===== src/rtl/core/rafm_pkg.sv =====
// Shared widths, angle constants and the arctangent table for the rotation angle block.
`default_nettype none

package rafm_pkg;

  localparam int IN_W       = 16;
  localparam int OUT_W      = 16;
  localparam int ANGLE_BITS = 30;
  localparam int SQ_W       = 32;
  localparam int SUM_W      = 34;
  localparam int RAD_W      = 64;
  localparam int ROOT_W     = 32;
  localparam int REM_W      = 34;
  localparam int ZW         = 34;
  localparam int ATAN_N     = 32;

  localparam logic [31:0] PI_Q30      = 32'd3373259426;
  localparam logic [31:0] HALF_PI_Q30 = 32'd1686629713;

  localparam logic [31:0] ATAN_Q30 [ATAN_N] = '{
    32'd843314856, 32'd497837829, 32'd263043836, 32'd133525158,
    32'd67021686,  32'd33543515,  32'd16775850,  32'd8388437,
    32'd4194282,   32'd2097149,   32'd1048575,   32'd524287,
    32'd262143,    32'd131071,    32'd65535,     32'd32767,
    32'd16383,     32'd8191,      32'd4095,      32'd2047,
    32'd1023,      32'd511,       32'd255,       32'd127,
    32'd63,        32'd31,        32'd15,        32'd7,
    32'd3,         32'd1,         32'd0,         32'd0
  };

  typedef struct packed {
    logic signed [IN_W-1:0] e00;
    logic signed [IN_W-1:0] e01;
    logic signed [IN_W-1:0] e02;
    logic signed [IN_W-1:0] e10;
    logic signed [IN_W-1:0] e11;
    logic signed [IN_W-1:0] e12;
    logic signed [IN_W-1:0] e20;
    logic signed [IN_W-1:0] e21;
    logic signed [IN_W-1:0] e22;
  } matrix_t;

endpackage

`default_nettype wire


===== src/rtl/core/rafm_back.sv =====
// Angle clamp and rounding, output register and skid register of the result channel.
`default_nettype none

module rafm_back #(
  parameter int FRAC_BITS = 14
) (
  input  wire logic                            clk,
  input  wire logic                            rst_n,
  input  wire logic                            v_in,
  input  wire logic signed [rafm_pkg::ZW-1:0]  z_in,
  input  wire logic                            out_ready,
  output logic                                 out_valid,
  output logic [rafm_pkg::OUT_W-1:0]           out_angle,
  output logic                                 advance
);

  localparam int SH = rafm_pkg::ANGLE_BITS - FRAC_BITS;
  localparam logic [63:0] HALF = (64'd1 << SH) >> 1;
  localparam logic signed [rafm_pkg::ZW-1:0] PI_Z = {{(rafm_pkg::ZW-32){1'b0}}, rafm_pkg::PI_Q30};

  logic [31:0]                zc;
  logic [63:0]                z_sum;
  logic [rafm_pkg::OUT_W-1:0] angle_nxt;
  logic [rafm_pkg::OUT_W-1:0] out_data_r, skid_data_r;
  logic                       out_v_r, skid_v_r;

  always_comb begin
    if (z_in < 0) begin
      zc = 32'd0;
    end else if (z_in > PI_Z) begin
      zc = rafm_pkg::PI_Q30;
    end else begin
      zc = z_in[31:0];
    end
    z_sum     = {32'd0, zc} + HALF;
    angle_nxt = rafm_pkg::OUT_W'(z_sum >> SH);
  end

  always_ff @(posedge clk) begin
    if (!rst_n) begin
      out_v_r  <= 1'b0;
      skid_v_r <= 1'b0;
    end else if (skid_v_r) begin
      if (out_ready) begin
        out_data_r <= skid_data_r;
        skid_v_r   <= 1'b0;
      end
    end else if (v_in) begin
      if (!out_v_r || out_ready) begin
        out_v_r    <= 1'b1;
        out_data_r <= angle_nxt;
      end else begin
        skid_v_r    <= 1'b1;
        skid_data_r <= angle_nxt;
      end
    end else if (out_ready) begin
      out_v_r <= 1'b0;
    end
  end

  assign out_valid = out_v_r;
  assign out_angle = out_data_r;
  assign advance   = !skid_v_r;

endmodule

`default_nettype wire


===== config.mk =====
export PLATFORM = sky130hd
export DESIGN_NAME = rafm_back
export DESIGN_NICKNAME = d
export VERILOG_FILES = /design/src/rtl/core/rafm_pkg.sv /design/src/rtl/core/rafm_back.sv
export SDC_FILE = /design/constraint.sdc
export NUM_CORES = 1
export LEC_CHECK = 0
export ABC_AREA = 1
export BUFFER_PORTS_ARGS = -buffer_cell sky130_fd_sc_hd__clkbuf_2
export CORE_MARGIN = 2
export CORE_UTILIZATION = 50
export DETAILED_ROUTE_END_ITERATION = 10
export PLACE_DENSITY = 0.83
export SKIP_LAST_GASP = 1
export SLEW_MARGIN = 5
export SYNTH_ARGS = -nofsm -noshare
export SYNTH_HDL_FRONTEND = slang
export SYNTH_SLANG_ARGS = --single-unit

===== constraint.sdc =====
create_clock -name clk -period 8.7 [get_ports clk]
set_input_delay 0.87 -clock clk [delete_from_list [all_inputs] [get_ports clk]]
set_output_delay 0.87 -clock clk [all_outputs]
set_load 0.02 [all_outputs]

# [Word-level counts from Yosys, hierarchy flattened]
# Index checks and enable logic that the tools add are counted.
[classes] n_lt_le_gt_ge=2 n_reduce_logical=9 muxes=13 bitwise=2 n_eq_ne=2 n_addsub=1
[op_table] operator="2-to-1 mux 16 bit" count=4
[op_table] operator="2-to-1 mux 32 bit" count=2
[op_table] operator="> comparator 34 x 33 -> 1 bit, second input constant" count=1
[op_table] operator="< comparator 34 x 1 -> 1 bit, second input constant" count=1
[op_table] operator="adder 32 x 16 -> 32 bit, second input constant" count=1
[op_table] operator="AND reduction 4 bit" count=2
[op_table] operator="2-to-1 mux 1 bit" count=7
[op_table] operator="nonzero test 2 bit" count=3
[op_table] operator="AND reduction 3 bit" count=1
[op_table] operator="zero test 1 bit" count=2
[op_table] operator="!= test 2 x 1 -> 1 bit, second input constant" count=1
[op_table] operator="!= test 2 bit, second input constant" count=1
[op_table] operator="NOT 1 bit" count=2
[op_table] operator="logical OR 1 bit" count=1
[totals] output_inout_bits=18 wordCells=33 in_bits=38 regBits=34

# [Longest topological paths before layout]
[depth] depth_word=7 depth_mapped=23 ltp_nobuf=22

# [Worst setup path after synthesis]
# No wires, ideal clock.
[synth_path] kind="in2reg" start="in rst_n" end="reg out_data_r (netlist bit out_angle[0]) (enable)" slack_ns=4.635 setup_ns=0.478 path_buffers=0 cell_stages=2 arrival_time_ns=3.587 path_cell_list="inv_1 a2111oi_0"
[synth_via] elab_chain_cells=1
[synth_rtl] element="start: declaration" line_no="rafm_back.sv:8" text="input wire logic rst_n,"
[synth_rtl] element="AND reduction 4 bit (no line)"
[synth_rtl] element="end signal: assignment" line_no="rafm_back.sv:45" text="out_data_r <= skid_data_r;"
[synth_rtl] element="end signal: assignment" line_no="rafm_back.sv:51" text="out_data_r <= angle_nxt;"
[synth_rtl] element="end: declaration" line_no="rafm_back.sv:24" text="logic [rafm_pkg::OUT_W-1:0] out_data_r, skid_data_r;"
# No other way between the ends.
# A chain may end at the register's enable or synchronous reset.

# [Final worst setup path]
[layout_path] start="in z_in[33] (netlist name)" end="reg out_data_r (netlist bit out_angle[13]), data pin"
[layout_via] elab_chain_cells=7
[layout_rtl] element="start: declaration" line_no="rafm_back.sv:10" text="input wire logic signed [rafm_pkg::ZW-1:0] z_in,"
[layout_rtl] element="> comparator 34 x 33 -> 1 bit" line_no="rafm_back.sv:30" text="end else if (z_in > PI_Z) begin"
[layout_rtl] element="2-to-1 mux 32 bit" line_no="rafm_back.sv:30"
[layout_rtl] element="2-to-1 mux 32 bit *" line_no="rafm_back.sv:28" text="if (z_in < 0) begin"
[layout_rtl] element="adder 32 x 16 -> 32 bit *" line_no="rafm_back.sv:35" text="z_sum = {32'd0, zc} + HALF;"
[layout_rtl] element="net z_sum[29]" line_no="rafm_back.sv:22" text="logic [63:0] z_sum;"
[layout_rtl] element="2-to-1 mux 16 bit *" line_no="rafm_back.sv:49" text="if (!out_v_r || out_ready) begin"
[layout_rtl] element="2-to-1 mux 16 bit *" line_no="rafm_back.sv:48" text="end else if (v_in) begin"
[layout_rtl] element="2-to-1 mux 16 bit *" line_no="rafm_back.sv:43" text="end else if (skid_v_r) begin"
# Mark *: on every way through the listed nets, which the timed path passes. The rest lies on a longest branch. The select of a mux whose other input is x is not followed.

==> results_dict.tcl <==
set metrics [dict create \
    synth_top_area_frac 0.426 \
    crit_arrival_ns 3.10 \
    finalHoldViolations 0 \
    routed_wl_um 4740 \
    synthesis.instances 291 \
    synth_fa_ha_area_frac 0.00555 \
    crit_end "out_angle[13]" \
    start_kind "input pin" \
    layout_common_cells "nand2_1, clkbuf_2, inv_1" \
    fin_area_um2 2670 \
    vias_per_cell 5.05 \
    rsz0062_at_grt "no" \
    cts_tree "done" \
    syn_area_um2 2260 \
    yosysUniqueCellTypes 33 \
    hold_path_class "reg -> reg" \
    diodes 0 \
    clock_latency_ns 0.28 \
    r2r-end "out_angle[5]" \
    die_width_um 71.2 \
    ios 56 \
    max_slew_margin 0.561 \
    setup_viol 0 \
    maxCapViolCount 0 \
    worstHoldStart "skid_data_r[0]" \
    min_period_ns 3.06 \
    h-tree-depth 2 \
    rr_worst_depth 3 \
    cp.required_ns 8.74 \
    fin_skew_ns 0.00270 \
    drc 0 \
    post_cts_resized 0 \
    reg2reg_slack_ns 5.92 \
    maxSlewViolCount 0 \
    worst_ir_drop_vdd_mv 0.0657 \
    grt_pass1_vias 1802 \
    yosys_register_bits 34 \
    pwr_density_cell_nw_per_um2 140 \
    initial_core_util 0.518 \
    row_count 24 \
    die_area_um2 5070 \
    postSynthNetCount 330 \
    synth_compound_area_frac 0.0494 \
    drt_pre_antenna_iters 5 \
    fin_hold_ws_ns 0.518 \
    fillers 385 \
    async_flop_share 0 \
    synth_area_leaders "edfxtp_1, nand2_1, inv_1" \
    grt_util_all_layers 0.198 \
    antenna_left 0 \
    globalplace.congestion 0.944 \
    synth_top_family_by_area "simple AND/OR/NAND/NOR gates" \
    synth_edf_count 32 \
    outcome "completed" \
    holdBufCountCts 0 \
    root_buffer "clkbuf_8" \
    nets 389 \
    dp_hpwl_um 3770 \
    synth_warnings 0 \
    yosysSeqAreaShare 0.444 \
    period_share 0.352 \
    grt_pass1_wl_um 7910 \
    endpoint_kind "register" \
    synth_top_cell_by_area "edfxtp_1" \
    coreArea_um2 4350 \
    syn_area_per_cell_um2 7.75 \
    portBuffers 55 \
    die_h_um 71.2 \
    cts_max_path_buffers 2 \
    numCtsBuffers 5 \
    gr-total-overflow 0 \
    synthMuxAreaShare 0 \
    tightest_slew_ns 0.657 \
    dp_slack_ns 5.35 \
    crit-reg2reg-launch "skid_v_r" \
    cts_sinks 34 \
    critical_path_class "in -> reg" \
    max_freq_ghz 0.326 \
    setup_slack_ns 5.64 \
    path_max_fanout 12 \
    power_leakage_nw 1.26 \
    placed_area_um2 2570 \
    synth-simple-area-share 0.400 \
    clk_pin_slew_ns 0.07 \
    setup_tns_ns 0 \
    drt-wirelength-per-cell_um 11.7 \
    syn_to_final_growth_pct 18.1 \
    layout_commonest_cell "nand2_1" \
    first_iter_violations 98 \
    antenna_found_initial 0 \
    drive_gt1_frac 0.276 \
    ys.flop_type "edfxtp_1" \
    power_mw 0.374 \
    startpoint "z_in[33]" \
    synth-xor-area-share 0.0116 \
    post_cts_buffers 0 \
    vias 2036 \
    grt_max_degree 20 \
]
[area by class of cell]
cell class              instances  area [um2]  area share
multi-input cells             211        1060       0.397
flip-flops and latches         34        1000       0.376
repair buffers                 57         290       0.109
clock inverters                 1        5.00     0.00188
well taps                      52        65.1      0.0244
inverters                      41         159      0.0596
clock buffers                   7        86.3      0.0324
[Yosys cell counts (3+ instances only)]
cell type,n
nand2_4,3
nor2_2,5
nand3_1,23
nand4_1,6
edfxtp_1,32
nand3_2,3
and2_1,5
nor3_1,4
nand2_2,8
o21ai_0,10
a21oi_1,7
nand2_1,94
nor2_1,26
inv_1,36
nor2_4,5
[state kept, by name (all words and copies together) (netlist names)]
signal	count
out_angle	16
skid_data_r	16
out_valid	1
skid_v_r	1
[worst max-delay path: stages]
cell	delay, ns
clkbuf_2	0.11
inv_2	0.18
nand2_4	0.10
nor2_4	0.09
nand2_1	0.05
nor2_1	0.08
nand3_1	0.08
nand2_1	0.09
nand2_2	0.20
nand2_4	0.17
o21ai_0	0.08
inv_1	0.07
ha_1	0.17
nand2_1	0.09
nor2_4	0.17
nand2_2	0.11
inv_1	0.08
nand2_1	0.05
nand2_1	0.06
nand2_2	0.06
nand2_1	0.05
nand2_1	0.06
[how the worst min path moves through the flow]
stage                               end  depth (start not counted)
after global placement    out_angle[14]                          2
after floorplan           out_angle[14]                          2
final                      out_angle[0]                          2
after detailed placement   out_angle[0]                          2
after global routing      out_angle[12]                          2
after CTS                  out_angle[7]                          2
[through the flow]
stage	std cells	util
finish	403	0.612
CTS	403	0.612
global placement	395	0.591
detailed placement	395	0.591
floorplan	291	-
global route	403	0.612
[metal layers]
layer,share of wire,track usage,vias up
li1,-,-,1048
met1,0.44,0.248,902
met2,0.47,0.333,74
met3,0.060,0.0328,12
met4,0.026,0.0901,0
met5,0,0,-
[power by group]
part	leakage, nW	internal (mW)	switching [mW]
clock network	0.0482	0.0638	0.0563
registers	0.312	0.187	0.00224
logic	0.904	0.0222	0.0420
total	1.26	0.273	0.101
[kinds of logic after synthesis]
logic type	count (synthesis)
AND/OR/NAND/NOR	187
buffers and inverters	46
flip-flops	34
AO/OA/AOI/OAI	20
XOR/XNOR	3
adder cells (fa/ha/maj)	1
No activity file was read; power rests on OpenSTA's default activity.
