File: src/rtl/core/rafm_pkg.sv
// Shared widths, angle constants and the arctangent table for the rotation angle block.
`default_nettype none

package rafm_pkg;

  localparam int IN_W       = 16;
  localparam int OUT_W      = 16;
  localparam int ANGLE_BITS = 30;
  localparam int SQ_W       = 32;
  localparam int SUM_W      = 34;
  localparam int RAD_W      = 64;
  localparam int ROOT_W     = 32;
  localparam int REM_W      = 34;
  localparam int ZW         = 34;
  localparam int ATAN_N     = 32;

  localparam logic [31:0] PI_Q30      = 32'd3373259426;
  localparam logic [31:0] HALF_PI_Q30 = 32'd1686629713;

  localparam logic [31:0] ATAN_Q30 [ATAN_N] = '{
    32'd843314856, 32'd497837829, 32'd263043836, 32'd133525158,
    32'd67021686,  32'd33543515,  32'd16775850,  32'd8388437,
    32'd4194282,   32'd2097149,   32'd1048575,   32'd524287,
    32'd262143,    32'd131071,    32'd65535,     32'd32767,
    32'd16383,     32'd8191,      32'd4095,      32'd2047,
    32'd1023,      32'd511,       32'd255,       32'd127,
    32'd63,        32'd31,        32'd15,        32'd7,
    32'd3,         32'd1,         32'd0,         32'd0
  };

  typedef struct packed {
    logic signed [IN_W-1:0] e00;
    logic signed [IN_W-1:0] e01;
    logic signed [IN_W-1:0] e02;
    logic signed [IN_W-1:0] e10;
    logic signed [IN_W-1:0] e11;
    logic signed [IN_W-1:0] e12;
    logic signed [IN_W-1:0] e20;
    logic signed [IN_W-1:0] e21;
    logic signed [IN_W-1:0] e22;
  } matrix_t;

endpackage

`default_nettype wire

File: src/rtl/core/rafm_sqrt_cell.sv
// One cell of the square root chain: settles one root bit from two radicand bits.
`default_nettype none

module rafm_sqrt_cell #(
  parameter int C_W = 19
) (
  input  wire logic                          clk,
  input  wire logic                          rst_n,
  input  wire logic                          en,
  input  wire logic                          v_in,
  input  wire logic signed [C_W-1:0]         c_in,
  input  wire logic [rafm_pkg::RAD_W-1:0]    rad_in,
  input  wire logic [rafm_pkg::REM_W-1:0]    rem_in,
  input  wire logic [rafm_pkg::ROOT_W-1:0]   q_in,
  output logic                               v_out,
  output logic signed [C_W-1:0]              c_out,
  output logic [rafm_pkg::RAD_W-1:0]         rad_out,
  output logic [rafm_pkg::REM_W-1:0]         rem_out,
  output logic [rafm_pkg::ROOT_W-1:0]        q_out
);

  logic [rafm_pkg::REM_W+1:0]  rem_sh, trial;
  logic [rafm_pkg::REM_W-1:0]  rem_nxt, rem_r;
  logic [rafm_pkg::ROOT_W-1:0] q_nxt, q_r;
  logic [rafm_pkg::RAD_W-1:0]  rad_r;
  logic signed [C_W-1:0]       c_r;
  logic                        v_r;

  always_comb begin
    rem_sh = {rem_in, rad_in[rafm_pkg::RAD_W-1 -: 2]};
    trial  = {2'b00, q_in, 2'b01};
    if (rem_sh >= trial) begin
      rem_nxt = rafm_pkg::REM_W'(rem_sh - trial);
      q_nxt   = {q_in[rafm_pkg::ROOT_W-2:0], 1'b1};
    end else begin
      rem_nxt = rafm_pkg::REM_W'(rem_sh);
      q_nxt   = {q_in[rafm_pkg::ROOT_W-2:0], 1'b0};
    end
  end

  always_ff @(posedge clk) begin
    if (!rst_n) begin
      v_r <= 1'b0;
    end else if (en) begin
      v_r <= v_in;
    end
  end

  always_ff @(posedge clk) begin
    if (en) begin
      c_r   <= c_in;
      rad_r <= {rad_in[rafm_pkg::RAD_W-3:0], 2'b00};
      rem_r <= rem_nxt;
      q_r   <= q_nxt;
    end
  end

  assign v_out   = v_r;
  assign c_out   = c_r;
  assign rad_out = rad_r;
  assign rem_out = rem_r;
  assign q_out   = q_r;

endmodule

`default_nettype wire

File: config.mk
export PLATFORM = sky130hd
export DESIGN_NAME = rafm_sqrt_cell
export DESIGN_NICKNAME = d
export VERILOG_FILES = /design/src/rtl/core/rafm_pkg.sv /design/src/rtl/core/rafm_sqrt_cell.sv
export SDC_FILE = /design/constraint.sdc
export NUM_CORES = 1
export LEC_CHECK = 0
export ABC_AREA = 1
export BUFFER_PORTS_ARGS = -buffer_cell sky130_fd_sc_hd__buf_2
export CAP_MARGIN = 10
export CORE_MARGIN = 10
export CORE_UTILIZATION = 44
export CTS_BUF_LIST = sky130_fd_sc_hd__clkbuf_8
export DETAILED_ROUTE_END_ITERATION = 6
export PLACE_DENSITY = 0.74
export SYNTH_ARGS = -nofsm -noshare
export SYNTH_HDL_FRONTEND = slang
export SYNTH_SLANG_ARGS = --single-unit
File: constraint.sdc
create_clock -name clk -period 2.7 [get_ports clk]
set_clock_uncertainty 0.05 [all_clocks]
set_input_delay 0.135 -clock clk [delete_from_list [all_inputs] [get_ports clk]]
set_output_delay 0.135 -clock clk [all_outputs]
set_load 0.03 [all_outputs]
### Word level (Yosys, flattened, before mapping)

Cells that the tools add are included.

| word-level totals | value |
|---|---|
| register bits after elaboration | 148 |
| latch bits | 0 |
| bits in writable memories | 0 |
| ROM bits | 0 |
| bits of input ports | 153 |
| output and inout port bits | 150 |
| word-level logic and storage cells | 9 |
| memories kept | 0 |

| operators by class | value |
|---|---|
| $add $sub $neg | 1 |
| multiply operators | 0 |
| div/mod/pow operators | 0 |
| order comparisons | 1 |
| equality and inequality tests | 0 |
| shift operators | 0 |
| muxes and demuxes | 2 |
| bitwise operators | 0 |
| reduce and logical (&&, ||, !) cells | 0 |

Operator list:

| operator | count |
|---|---|
| $ge A36 B34 Y1 | 1 |
| $mux W34 | 1 |
| $sub A34 B34 Y34 | 1 |
| $mux W1 | 1 |

### Depth between registers and ports, before layout

| logic depth | value |
|---|---|
| depth after elaboration | 2 |
| gate-level depth with buffers | 16 |
| gate-level depth less buffers | 15 |

### Worst setup path before layout

No wires, ideal clock.

| timing | value |
|---|---|
| path type | input port to flip-flop |
| start | input q_in[24] (netlist name) |
| end | register rem_r, in the netlist rem_out[25], data pin |
| library setup time | 0.253 ns |
| data arrival time | 1.504 ns |
| required time | 2.397 ns |
| path slack | 0.892 ns |
| stages | 14 |
| path buffers | 1 |
| cells stage by stage | inv_1 > ha_1 > nand2_2 > nor2_2 > nand2_1 > nor2_2 > nand2_1 > a21oi_2 > nor2_2 > nand2_8 > inv_4 > buf_6 > nand2_1 > nand2_1 |

| on the way | value |
|---|---|
| cells in the longest elaborated chain, start to end | 2 |

RTL lines:

| element | RTL line | text |
|---|---|---|
| start, declared | rafm_sqrt_cell.sv:14 | `input wire logic [rafm_pkg::ROOT_W-1:0] q_in,` |
| $ge A36 B34 Y1 | rafm_sqrt_cell.sv:32 | `if (rem_sh >= trial) begin` |
| $mux W34 | rafm_sqrt_cell.sv:32 |  |
| via rem_nxt, one bit | rafm_sqrt_cell.sv:23 | `logic [rafm_pkg::REM_W-1:0] rem_nxt, rem_r;` |
| end signal, assigned | rafm_sqrt_cell.sv:53 | `rem_r <= rem_nxt;` |
| end, declared | rafm_sqrt_cell.sv:23 |  |

The timed path passes the listed nets, and every way through them passes these cells.
A chain may end at the register's enable or synchronous reset.

### Worst setup path after layout

| timing | value |
|---|---|
| start | input q_in[13] (netlist name) |
| end | register rem_r, in the netlist rem_out[10], data pin |

Same word-level chain as after synthesis.

==> impl_metrics.csv <==
group,metric,value,unit
place,port_buffers,300,
synthesis,ys_ff_latch,148,
sta,finalSetupViolCount,0,
synthesis,synth_adder_area_share,0.05654,
power,p_sw,2.154,mW
synthesis,syn_avg_cell_area,9.428,um^2
grt,grt_max_degree,66,
critical_path,start_kind,"input pin",
clock_network,cts.sinks,148,
die,die_area,22730,um^2
sta,fmax,409.3,MHz
clock_network,clock_path_buffers,2,
sta,rsz0062_at_grt,"no",
sta,max_slew_margin,0.6253,
power,clkPwrFrac,0.268,
sta,whs,88.74,ps
final_layout,area_growth,48.01,%
synthesis,netlist_instances,798,
grt,grt-ovfl-total,0,
routing,postRouteAntennaNets,0,
routing,first_pass_iters,5,
sta,max_slew.worst_pin.slew,562.1,ps
clock_network,clk_latency,440,ps
die,start_util,0.4505,
final_layout,layout.nets,1448,
sta,finalSetupTns,0,ps
synthesis,synth.distinct_cells,26,
grt,grt_pass1_wl,41.70,mm
grt,antenna_found_initial,0,
grt,grt_usage,0.2388,
clock_network,cts_tree,"built",
routing,wirelength,27.56,mm
synthesis,synthSimpleGateAreaFrac,0.2209,
final_layout,fillers,1325,
place,routabilityCongestion,0.9061,
sta,hold_violations,0,
synthesis,synthMuxAreaShare,0,
final_layout,drive_gt1_frac,0.2773,
place,dpl.hpwl,19.80,mm
clock_network,cts-root-buf,"clkbuf_8",
routing,vias,7096,
routing,via_per_inst,4.750,
synthesis,netlist.area_leader.share,0.5867,
run,drv_cap,0,
synthesis,synth_xor_area_frac,0.02095,
place,pre_cts_slack,234.1,ps
clock_network,cts-htree-levels,4,
power,internal-power,4.137,mW
power,seq_power_share,0.453,
power,power.share.combinational,0.279,
clock_network,path_clk_slew,90,ps
grt,grt_pass1_vias,7454,
routing,remaining_drc_errors,0,
die,core_area,16700,um^2
power,p_per_area,565.0,nW/um^2
power,switching_share,0.3424,
clock_network,postCtsSetupBuffers,0,
sta,worst_slack,256.9,ps
sta,drv_slew,0,
final_layout,final_area,11140,um^2
synthesis,yosysSeqAreaShare,0.5894,
power,leakagePower,5.518,nW
sta,finalCritPeriodShare,0.9049,
power,max-vdd-ir-drop,0.3369,mV
place,post_dp_cell_area,9281,um^2
die,die_h,150.8,um
hold_path,worstHoldPathType,"in -> reg",
synthesis,yosys.area.top_type,"edfxtp_1",
routing,post_drt_wl_per_cell,18.45,um
sta,min_period,2443,ps
routing,drt_iter0_drc,403,
die,num_rows,47,
critical_path,crit_arrival,2600,ps
die,die_w,150.8,um
critical_path,crit_path_end_kind,"register",
synthesis,synth_warnings,0,
synthesis,synth_top_family_by_area,"simple AND/OR/NAND/NOR gates",
critical_path,path_max_fanout,33,
critical_path,path_class,"in -> reg",
critical_path,required,2860,ps
synthesis,syn_area,7523,um^2
status,status,"complete, no violations",
synthesis,synth_area_leaders,"edfxtp_1 59%, nand2_1 14%, inv_1 7.0%, ha_1 5.7%, nor2_1 2.6%",
clock_network,cts_inserted_buffers,17,
synthesis,synth_compound_area_frac,0.03160,
die,ios,303,
final_layout,fin_util,0.6668,
[logic make-up after synthesis]
| kind of cell | Yosys count |
|---|---|
| xor gates and xnor gates | 18 |
| adders and majority gates | 34 |
| AOI/OAI and AO/OA | 44 |
| DFF | 148 |
| and+or+nand+nor | 404 |
| other | 1 |
| buffers and inverters | 149 |
[cell usage after synthesis]
library cell / number
a21oi_1: 25
a21oi_2: 2
and2_1: 2
buf_4: 5
buf_6: 3
conb_1: 1
dfxtp_1: 1
edfxtp_1: 147
ha_1: 34
inv_1: 140
inv_4: 1
nand2_1: 283
nand2_2: 5
nand2_8: 1
nand3_1: 38
nand3_2: 2
nand3b_1: 4
nand4_1: 6
nor2_1: 53
nor2_2: 6
nor3_1: 3
nor4_1: 1
o21ai_0: 13
o21bai_1: 4
xnor2_1: 3
xor2_1: 15
[registers in the layout, indices dropped and copies added (netlist names)]
| name | cells |
|---|---|
| c_out | 19 |
| rem_out | 34 |
| v_out | 1 |
| rad_out | 62 |
| q_out | 32 |
[final cells by class]
cell class	instances	area, um^2	area share
clock buffers	17	234.0	0.02101
well taps	220	275.3	0.02472
flip-flops and latches	148	4434	0.3982
multi-input cells	502	2492	0.2238
diodes	1	2.502	0.0002247
repair buffers	451	3022	0.2713
inverters	141	534.3	0.04798
clock inverters	14	141.4	0.01270
[critical path: stages]
cell and delay, ps:
dlygate4sd3_1 530, buf_2 140, inv_1 60, ha_1 360, nand2_1 120, nor2_2 210
nand2_1 70, nor2_1 140, nand2_1 90, a21oi_2 140, nor2_2 80, nand2_8 170
inv_6 140, nand2_1 130, nand2_1 60
[cell usage in the layout (no fill, tap or decap), types with 2 or more instances in the layout]
master,instances
o21ai_0,13
clkinvlp_4,3
a21oi_2,2
inv_8,2
nand2_1,283
clkbuf_8,17
dlygate4sd3_1,147
and2_1,2
nor3_1,3
nand2_2,5
nand3b_1,4
edfxtp_1,147
ha_1,34
buf_2,299
nand3_2,2
o21bai_1,4
nor2_2,7
buf_4,3
inv_1,140
conb_1,2
nand4_1,6
inv_6,7
xnor2_1,3
nor2_1,52
xor2_1,15
a21oi_1,25
nand3_1,38
[power by group through the flow]
| stage | registers (mW) | clock network (mW) | logic (mW) |
|---|---|---|---|
| floorplan | 3.36 | 0 | 0.533 |
| global placement | 2.88 | 0 | 1.55 |
| detailed placement | 2.89 | 0 | 1.57 |
| CTS | 2.84 | 1.72 | 1.75 |
| global route | 2.87 | 1.82 | 1.90 |
| finish | 2.85 | 1.69 | 1.75 |
[worst paths after layout]
kind | start | to | depth (start not counted) | slack [ps]
max | q_in[13] | rem_out[10]$_DFFE_PP_ | 15 | 260
min | en | rem_out[31]$_DFFE_PP_ | 1 | 90
max reg2reg | v_out$_SDFFE_PN0P_ | v_out$_SDFFE_PN0P_ | 3 | 1440
min reg2reg | v_out$_SDFFE_PN0P_ | v_out$_SDFFE_PN0P_ | 3 | 1070
[routing by layer]
metal | vias up | part of all wire | track usage
met1 | 3247 | 0.38 | 0.2697
met4 | 0 | 0.034 | 0.09143
met2 | 318 | 0.51 | 0.4210
met5 | - | 0 | 0
met3 | 48 | 0.081 | 0.06393
li1 | 3483 | - | -
[through the flow]
stage,std cells,power (mW)
final,1494,6.292
after CTS,1493,6.301
after detailed placement,1315,4.455
after floorplan,799,3.889
after global placement,1315,4.431
after global routing,1493,6.587
[timing repair]
item,CTS,global route
resized for setup,0,2
endpoints found under the setup margin,0,13
hold endpoints to repair,146,0
hold buffers,147,0
Power figures use the tool's default switching activity.
