**src/rtl/core/rafm_pkg.sv**
```systemverilog
// Shared widths, angle constants and the arctangent table for the rotation angle block.
`default_nettype none

package rafm_pkg;

  localparam int IN_W       = 16;
  localparam int OUT_W      = 16;
  localparam int ANGLE_BITS = 30;
  localparam int SQ_W       = 32;
  localparam int SUM_W      = 34;
  localparam int RAD_W      = 64;
  localparam int ROOT_W     = 32;
  localparam int REM_W      = 34;
  localparam int ZW         = 34;
  localparam int ATAN_N     = 32;

  localparam logic [31:0] PI_Q30      = 32'd3373259426;
  localparam logic [31:0] HALF_PI_Q30 = 32'd1686629713;

  localparam logic [31:0] ATAN_Q30 [ATAN_N] = '{
    32'd843314856, 32'd497837829, 32'd263043836, 32'd133525158,
    32'd67021686,  32'd33543515,  32'd16775850,  32'd8388437,
    32'd4194282,   32'd2097149,   32'd1048575,   32'd524287,
    32'd262143,    32'd131071,    32'd65535,     32'd32767,
    32'd16383,     32'd8191,      32'd4095,      32'd2047,
    32'd1023,      32'd511,       32'd255,       32'd127,
    32'd63,        32'd31,        32'd15,        32'd7,
    32'd3,         32'd1,         32'd0,         32'd0
  };

  typedef struct packed {
    logic signed [IN_W-1:0] e00;
    logic signed [IN_W-1:0] e01;
    logic signed [IN_W-1:0] e02;
    logic signed [IN_W-1:0] e10;
    logic signed [IN_W-1:0] e11;
    logic signed [IN_W-1:0] e12;
    logic signed [IN_W-1:0] e20;
    logic signed [IN_W-1:0] e21;
    logic signed [IN_W-1:0] e22;
  } matrix_t;

endpackage

`default_nettype wire

```
**src/rtl/core/rafm_front.sv**
```systemverilog
// Front stages: trace minus one, axis components squared, then their sum as a root radicand.
`default_nettype none

module rafm_front #(
  parameter int FRAC_BITS = 14,
  parameter int C_W       = 19
) (
  input  wire logic                            clk,
  input  wire logic                            rst_n,
  input  wire logic                            en,
  input  wire logic                            v_in,
  input  wire rafm_pkg::matrix_t               mat_in,
  output logic                                 v_out,
  output logic signed [C_W-1:0]                c_out,
  output logic [rafm_pkg::RAD_W-1:0]           rad_out
);

  localparam logic signed [C_W-1:0] ONE = C_W'(64'd1 << FRAC_BITS);

  logic signed [rafm_pkg::IN_W-1:0] e00, e11, e22;
  logic signed [rafm_pkg::IN_W:0]   a0, a1, a2;
  logic signed [2*rafm_pkg::IN_W+1:0] p0, p1, p2;
  logic signed [C_W-1:0]            c_nxt;
  logic [rafm_pkg::SQ_W-1:0]        sq0_r, sq1_r, sq2_r;
  logic signed [C_W-1:0]            c1_r, c2_r;
  logic                             v1_r, v2_r;
  logic [rafm_pkg::SUM_W-1:0]       sum_nxt, sum_r;

  assign e00 = mat_in.e00;
  assign e11 = mat_in.e11;
  assign e22 = mat_in.e22;

  always_comb begin
    a0    = {mat_in.e21[rafm_pkg::IN_W-1], mat_in.e21} - {mat_in.e12[rafm_pkg::IN_W-1], mat_in.e12};
    a1    = {mat_in.e02[rafm_pkg::IN_W-1], mat_in.e02} - {mat_in.e20[rafm_pkg::IN_W-1], mat_in.e20};
    a2    = {mat_in.e10[rafm_pkg::IN_W-1], mat_in.e10} - {mat_in.e01[rafm_pkg::IN_W-1], mat_in.e01};
    p0    = a0 * a0;
    p1    = a1 * a1;
    p2    = a2 * a2;
    c_nxt = C_W'(e00) + C_W'(e11) + C_W'(e22) - ONE;
    sum_nxt = rafm_pkg::SUM_W'(sq0_r) + rafm_pkg::SUM_W'(sq1_r) + rafm_pkg::SUM_W'(sq2_r);
  end

  always_ff @(posedge clk) begin
    if (!rst_n) begin
      v1_r <= 1'b0;
      v2_r <= 1'b0;
    end else if (en) begin
      v1_r <= v_in;
      v2_r <= v1_r;
    end
  end

  always_ff @(posedge clk) begin
    if (en) begin
      sq0_r <= p0[rafm_pkg::SQ_W-1:0];
      sq1_r <= p1[rafm_pkg::SQ_W-1:0];
      sq2_r <= p2[rafm_pkg::SQ_W-1:0];
      c1_r  <= c_nxt;
      sum_r <= sum_nxt;
      c2_r  <= c1_r;
    end
  end

  assign v_out   = v2_r;
  assign c_out   = c2_r;
  assign rad_out = {sum_r, {(rafm_pkg::RAD_W-rafm_pkg::SUM_W){1'b0}}};

endmodule

`default_nettype wire

```
**config.mk**
```make
export PLATFORM = sky130hd
export DESIGN_NAME = rafm_front
export DESIGN_NICKNAME = d
export VERILOG_FILES = /design/src/rtl/core/rafm_pkg.sv /design/src/rtl/core/rafm_front.sv
export SDC_FILE = /design/constraint.sdc
export NUM_CORES = 2
export LEC_CHECK = 0
export BUFFER_PORTS_ARGS = -buffer_cell sky130_fd_sc_hd__buf_2
export CAP_MARGIN = 40
export CORE_UTILIZATION = 41
export CTS_BUF_LIST = sky130_fd_sc_hd__clkbuf_8 sky130_fd_sc_hd__clkbuf_16
export CTS_CLUSTER_SIZE = 12
export DETAILED_ROUTE_END_ITERATION = 8
export SYNTH_ARGS = -nofsm -noshare
export SYNTH_HDL_FRONTEND = slang
export SYNTH_SLANG_ARGS = --single-unit
```
**constraint.sdc**
```tcl
create_clock -name clk -period 24.6 [get_ports clk]
set_clock_uncertainty 0.05 [all_clocks]
set_input_delay 3.69 -clock clk [delete_from_list [all_inputs] [get_ports clk]]
set_output_delay 3.69 -clock clk [all_outputs]
set_load 0.005 [all_outputs]
```
# After elaboration in Yosys (flattened, before gate mapping)
# Cells that the tools add are included.
[word_totals]
ff_bits = 170
word_cells = 19
[classes]
addsub = 8
multipliers = 3
[op_table]
columns = ["operator", "n"]
rows = [
  ["17-bit by 17-bit multiplier with 32-bit output", 3],
  ["16-bit by 16-bit subtractor with 17-bit output", 3],
  ["33-bit by 32-bit adder with 34-bit output", 1],
  ["32-bit by 32-bit adder with 33-bit output", 1],
  ["18-bit by 16-bit subtractor with 19-bit output (second input constant)", 1],
  ["17-bit by 16-bit adder with 18-bit output", 1],
  ["16-bit by 16-bit adder with 17-bit output", 1],
]

# Depth between registers and ports, before layout
[logic_depth]
ltp_word = 3
mapped_depth = 38
ltp_nobuf = 37

# Worst setup path after synthesis
# No wires, ideal clock.
[synth_timing]
kind = "input to register"
from = "in mat_in[80] in the netlist's numbering"
to = "reg sq2_r[31] in the netlist's numbering, data pin"
setup_time_ns = 0.262
arrival_time_ns = 11.135
required_time_ns = 24.288
path_slack_ns = 13.153
path_stages = 36
cell_sequence = "inv_1 ha_1 fa_1 o21ai_0 a21oi_1 a211o_1 o21bai_1 a21oi_1 o21bai_1 a21oi_1 xor2_1 inv_1 clkbuf_1 nand2_1 fa_1 inv_1 fa_1 inv_1 fa_1 inv_1 fa_1 fa_1 inv_1 fa_1 inv_1 ha_1 a21o_1 a21o_1 a21oi_1 a21o_1 nand3_1 and2_4 a2111oi_2 o21bai_1 a21oi_1 xor2_1"
[synth_between]
elab_chain_cells = 2
[synth_lines]
columns = ["element", "line", "text"]
rows = [
  ["start, declared", "rafm_front.sv:12", "input wire rafm_pkg::matrix_t mat_in,"],
  ["16-bit by 16-bit subtractor with 17-bit output", "rafm_front.sv:36", "a2 = {mat_in.e10[rafm_pkg::IN_W-1], mat_in.e10} - {mat_in.e01[rafm_pkg::IN_W-1], mat_in.e01};"],
  ["17-bit by 17-bit multiplier with 32-bit output", "rafm_front.sv:39", "p2 = a2 * a2;"],
  ["net p2, one bit", "rafm_front.sv:22", "logic signed [2*rafm_pkg::IN_W+1:0] p0, p1, p2;"],
  ["end signal, assigned", "rafm_front.sv:58", "sq2_r <= p2[rafm_pkg::SQ_W-1:0];"],
  ["end, declared", "rafm_front.sv:24", "logic [rafm_pkg::SQ_W-1:0] sq0_r, sq1_r, sq2_r;"],
]
# The timed path passes the listed nets, and every way through them passes these cells.
# A chain may end at the register's enable or synchronous reset.

# Worst setup path in the final report
[layout_timing]
from = "in mat_in[32] in the netlist's numbering"
to = "reg sq1_r[31] in the netlist's numbering, data pin"
[layout_between]
elab_chain_cells = 2
[layout_lines]
columns = ["element", "line", "text"]
rows = [
  ["16-bit by 16-bit subtractor with 17-bit output", "rafm_front.sv:35", "a1 = {mat_in.e02[rafm_pkg::IN_W-1], mat_in.e02} - {mat_in.e20[rafm_pkg::IN_W-1], mat_in.e20};"],
  ["17-bit by 17-bit multiplier with 32-bit output", "rafm_front.sv:38", "p1 = a1 * a1;"],
  ["net p1, one bit", "rafm_front.sv:22", ""],
  ["end signal, assigned", "rafm_front.sv:57", "sq1_r <= p1[rafm_pkg::SQ_W-1:0];"],
  ["end, declared", "rafm_front.sv:24", ""],
]
# The timed path passes the listed nets, and every way through them passes these cells.

==> results <==
- The critical-path cell with the highest stage delay is a211oi_1.
- STA classifies the critical path startpoint as an input pin.
- The share of the yosys chip area belonging to registers is 0.131.
- The number of CTS-inserted buffers is 17.
- The detailed placement HPWL is 73800 um.
- The post-cts repair resize count is 0.
- After floorplanning, the core was sized to cover 0.0921 mm2.
- The tightest min-delay check is of the flop to flop type.
- Counting every instance in the synthesized netlist gives 3892.
- The routed length per placed instance is about 16 um.
- The count of cell types in the netlist is between 80 and 90.
- The last weighted congestion value of the routability-driven placer is approximately 0.9.
- The layout has slightly below 9000 filler cells.
- Among all flip-flop cells after synthesis, the most frequent one is edfxtp_1.
- The total via count in the routed design is roughly 26000.
- The critical path data arrival time is approximately 13000 ps.
- In this run the worst path has a maximum fanout of 12.
- The die is ~310 um wide.
- For this run, the detailed router's first-pass iteration total came to 6.
- In this run, post-CTS hold repair placed 0 buffers.
- The vertical die dimension is ~310 um.
- The antenna violation net count after detailed routing is 0.
- Max-cap violations in this run came to 0.
- The area added between synthesis and finish is 8.07%.
- The clock network latency to the later pin of the worst-skew pair is between 400 and 500 ps.
- In this design, the stage delay of the slowest critical-path cell is roughly 730 ps.
- The relative slew slack is 0.408.
- The worst setup path is of the input pin to flop kind.
- The fraction of final layout cells with drive strength greater than 1 is 0.0799.
- The worst setup path is captured at a flop.
- The clock tree from TritonCTS is built.
- The async set-or-reset flop fraction in the synthesized netlist is 0.
- At the pin with the least slew margin, the transition time is a little under 900 ps.
- Subtracting the final worst setup slack from the clock period gives 12340 ps.
- The via count of the first global-routing pass is roughly 27000.
- In the routed layout, each cell is associated on average with a via count of 4.79.
- Buffers placed on the I/O ports in this run total about 200.
- The first routing iteration left 1278 violations.
- The CTS H-tree depth is 4.
- Setup repair after global routing left no endpoint under its margin.
- The average size of a mapped cell is 9.82 um2.
- The row count is between 100 and 150.
- The setup violation total in the final timing report is 0.
- about 230 I/O pins were placed.
- The die covers 0.0945 mm2.
- Adding up every negative setup slack in the final design gives 0 ps.
- The clock sink count is ~170.
- The number of max-slew violations in the final report came to 0.
- The first global-routing pass estimated between 100000 and 150000 um of wire.
- The all-layer global routing usage is 0.193.
- The commonest non-fill, non-tap cell in the layout is inv_1.
- Global routing finished with a remaining overflow of 0.
- In this run, synthesis inferred 165 flip-flops with an integrated enable.
- The run finished with clean final reports.
- The clock-pin slew on the worst setup and hold paths is approximately 70 ps.
- The post-route fraction of the period consumed by the critical path is 0.502.
- The routed design has 85700 um of wire.
- The buffer levels on the longest clock path is 2.
- The initial utilization of the core area, before any placement, comes to 0.415.
- Clock tree synthesis selected as its root buffer the cell clkbuf_16.
- The number of hold violations in the final report was 0.
- The peak clock frequency supported by timing is slightly above 0.08 GHz.
- The pin count of the biggest net entering global routing is 54.
- For this run, design rule violations remaining after detail routing come to 0.
- Counting flops and latches in the post-synthesis netlist gives roughly 170.
- The setup fix buffers added after clock tree synthesis is 0.
- The total standard cell area after synthesis is between 0.03 and 0.04 mm2.
- The initial antenna violation count is 2.
- Yosys printed 0 warnings.
- For this run, the post-layout net count is around 5400.
- In the layout the commonest cells are 1054 x inv_1, 824 x fa_1, 347 x ha_1.
- The endpoint required time on the critical path is between 20000 and 25000 ps.
worst max-delay path, delay by kind of cell:
family / cells / cell delay (ps)
fa+ha+maj: 9 / 3800
compound gates: 9 / 2310
simple gates: 6 / 1150
buf+inv: 8 / 850
xor+xnor: 2 / 680
final timing paths:
check,from,endpoint,slack (ps),depth (start not counted)
max,mat_in[32],sq1_r[31],12260,34
min,c1_r[8],c_out[8],370,0
max reg2reg,sq1_r[2],sum_r[32],20650,12
min reg2reg,c1_r[8],c_out[8],370,0
metrics by stage:
step	std cells	hold WS [ps]	area (um2)	setup WS (ps)	util
5_1_grt	5338	373	41300	11660	0.449
3_5_place_dp	5305	355	40700	11710	0.442
2_1_floorplan	3924	350	38400	13150	-
3_3_place_gp	5298	353	40600	11870	0.441
4_1_cts	5336	369	41300	12230	0.449
6_report	5339	366	41300	12260	0.449
cells in the mapped netlist (all sizes together), types with 8 or more instances:
master | n | area share
fa | 824 | 0.43
a21o | 51 | 0.010
and3 | 12 | 0.0020
nor2 | 348 | 0.034
a211o | 8 | 0.0018
a21oi | 113 | 0.015
clkinv | 12 | 0.0012
nor3 | 38 | 0.0051
edfxtp | 165 | 0.13
nand2b | 27 | 0.0044
o21ai | 58 | 0.0077
nand2 | 275 | 0.027
xor2 | 54 | 0.012
nor2b | 32 | 0.0054
xnor2 | 142 | 0.033
o21a | 28 | 0.0055
o21bai | 16 | 0.0031
and2 | 10 | 0.0017
a2111oi | 9 | 0.0040
ha | 347 | 0.11
a211oi | 13 | 0.0027
clkbuf | 56 | 0.0055
inv | 1062 | 0.10
buf | 50 | 0.0094
a31oi | 11 | 0.0020
nand3 | 20 | 0.0026
registers in the layout (all words and copies together), names as in the netlist:
register and cells:
sq0_r 31, sq2_r 31, v1_r 1, sum_r 34
c1_r 19, v_out 1, c_out 19, sq1_r 31
routing by layer:
| metal | wire length, um | up-vias | global-route usage |
|---|---|---|---|
| li1 | - | 12100 | - |
| met4 | 1400 | 0 | 0.0427 |
| met1 | 37600 | 12800 | 0.259 |
| met3 | 4960 | 99 | 0.0345 |
| met2 | 41800 | 618 | 0.325 |
| met5 | 0 | - | 0 |
cell type report:
| type | instances | area (um2) | area share |
|---|---|---|---|
| Multi-Input combinational cell | 2577 | 28800 | 0.696 |
| Sequential cell | 167 | 4990 | 0.121 |
| Inverter | 1074 | 4040 | 0.0977 |
| Tap cell | 1243 | 1560 | 0.0376 |
| Timing Repair Buffer | 246 | 1360 | 0.0330 |
| Clock buffer | 17 | 425 | 0.0103 |
| Clock inverter | 14 | 191 | 0.00463 |
| Antenna cell | 1 | 2.50 | 0.0000606 |
cells by family after synthesis:
kind of cell,count (synthesis),share of synthesized area
and+or+nand+nor,799,0.0894
muxes,4,0.00105
xor gates and xnor gates,197,0.0455
other,1,0.0000981
adders and majority gates,1171,0.545
buffers and inverters,1180,0.121
AOI/OAI and AO/OA,373,0.0677
DFF,167,0.131
Power is left out: the tool's default activity adds up to more than one toggle a clock period on the data nets, which glitch-free logic cannot reach.
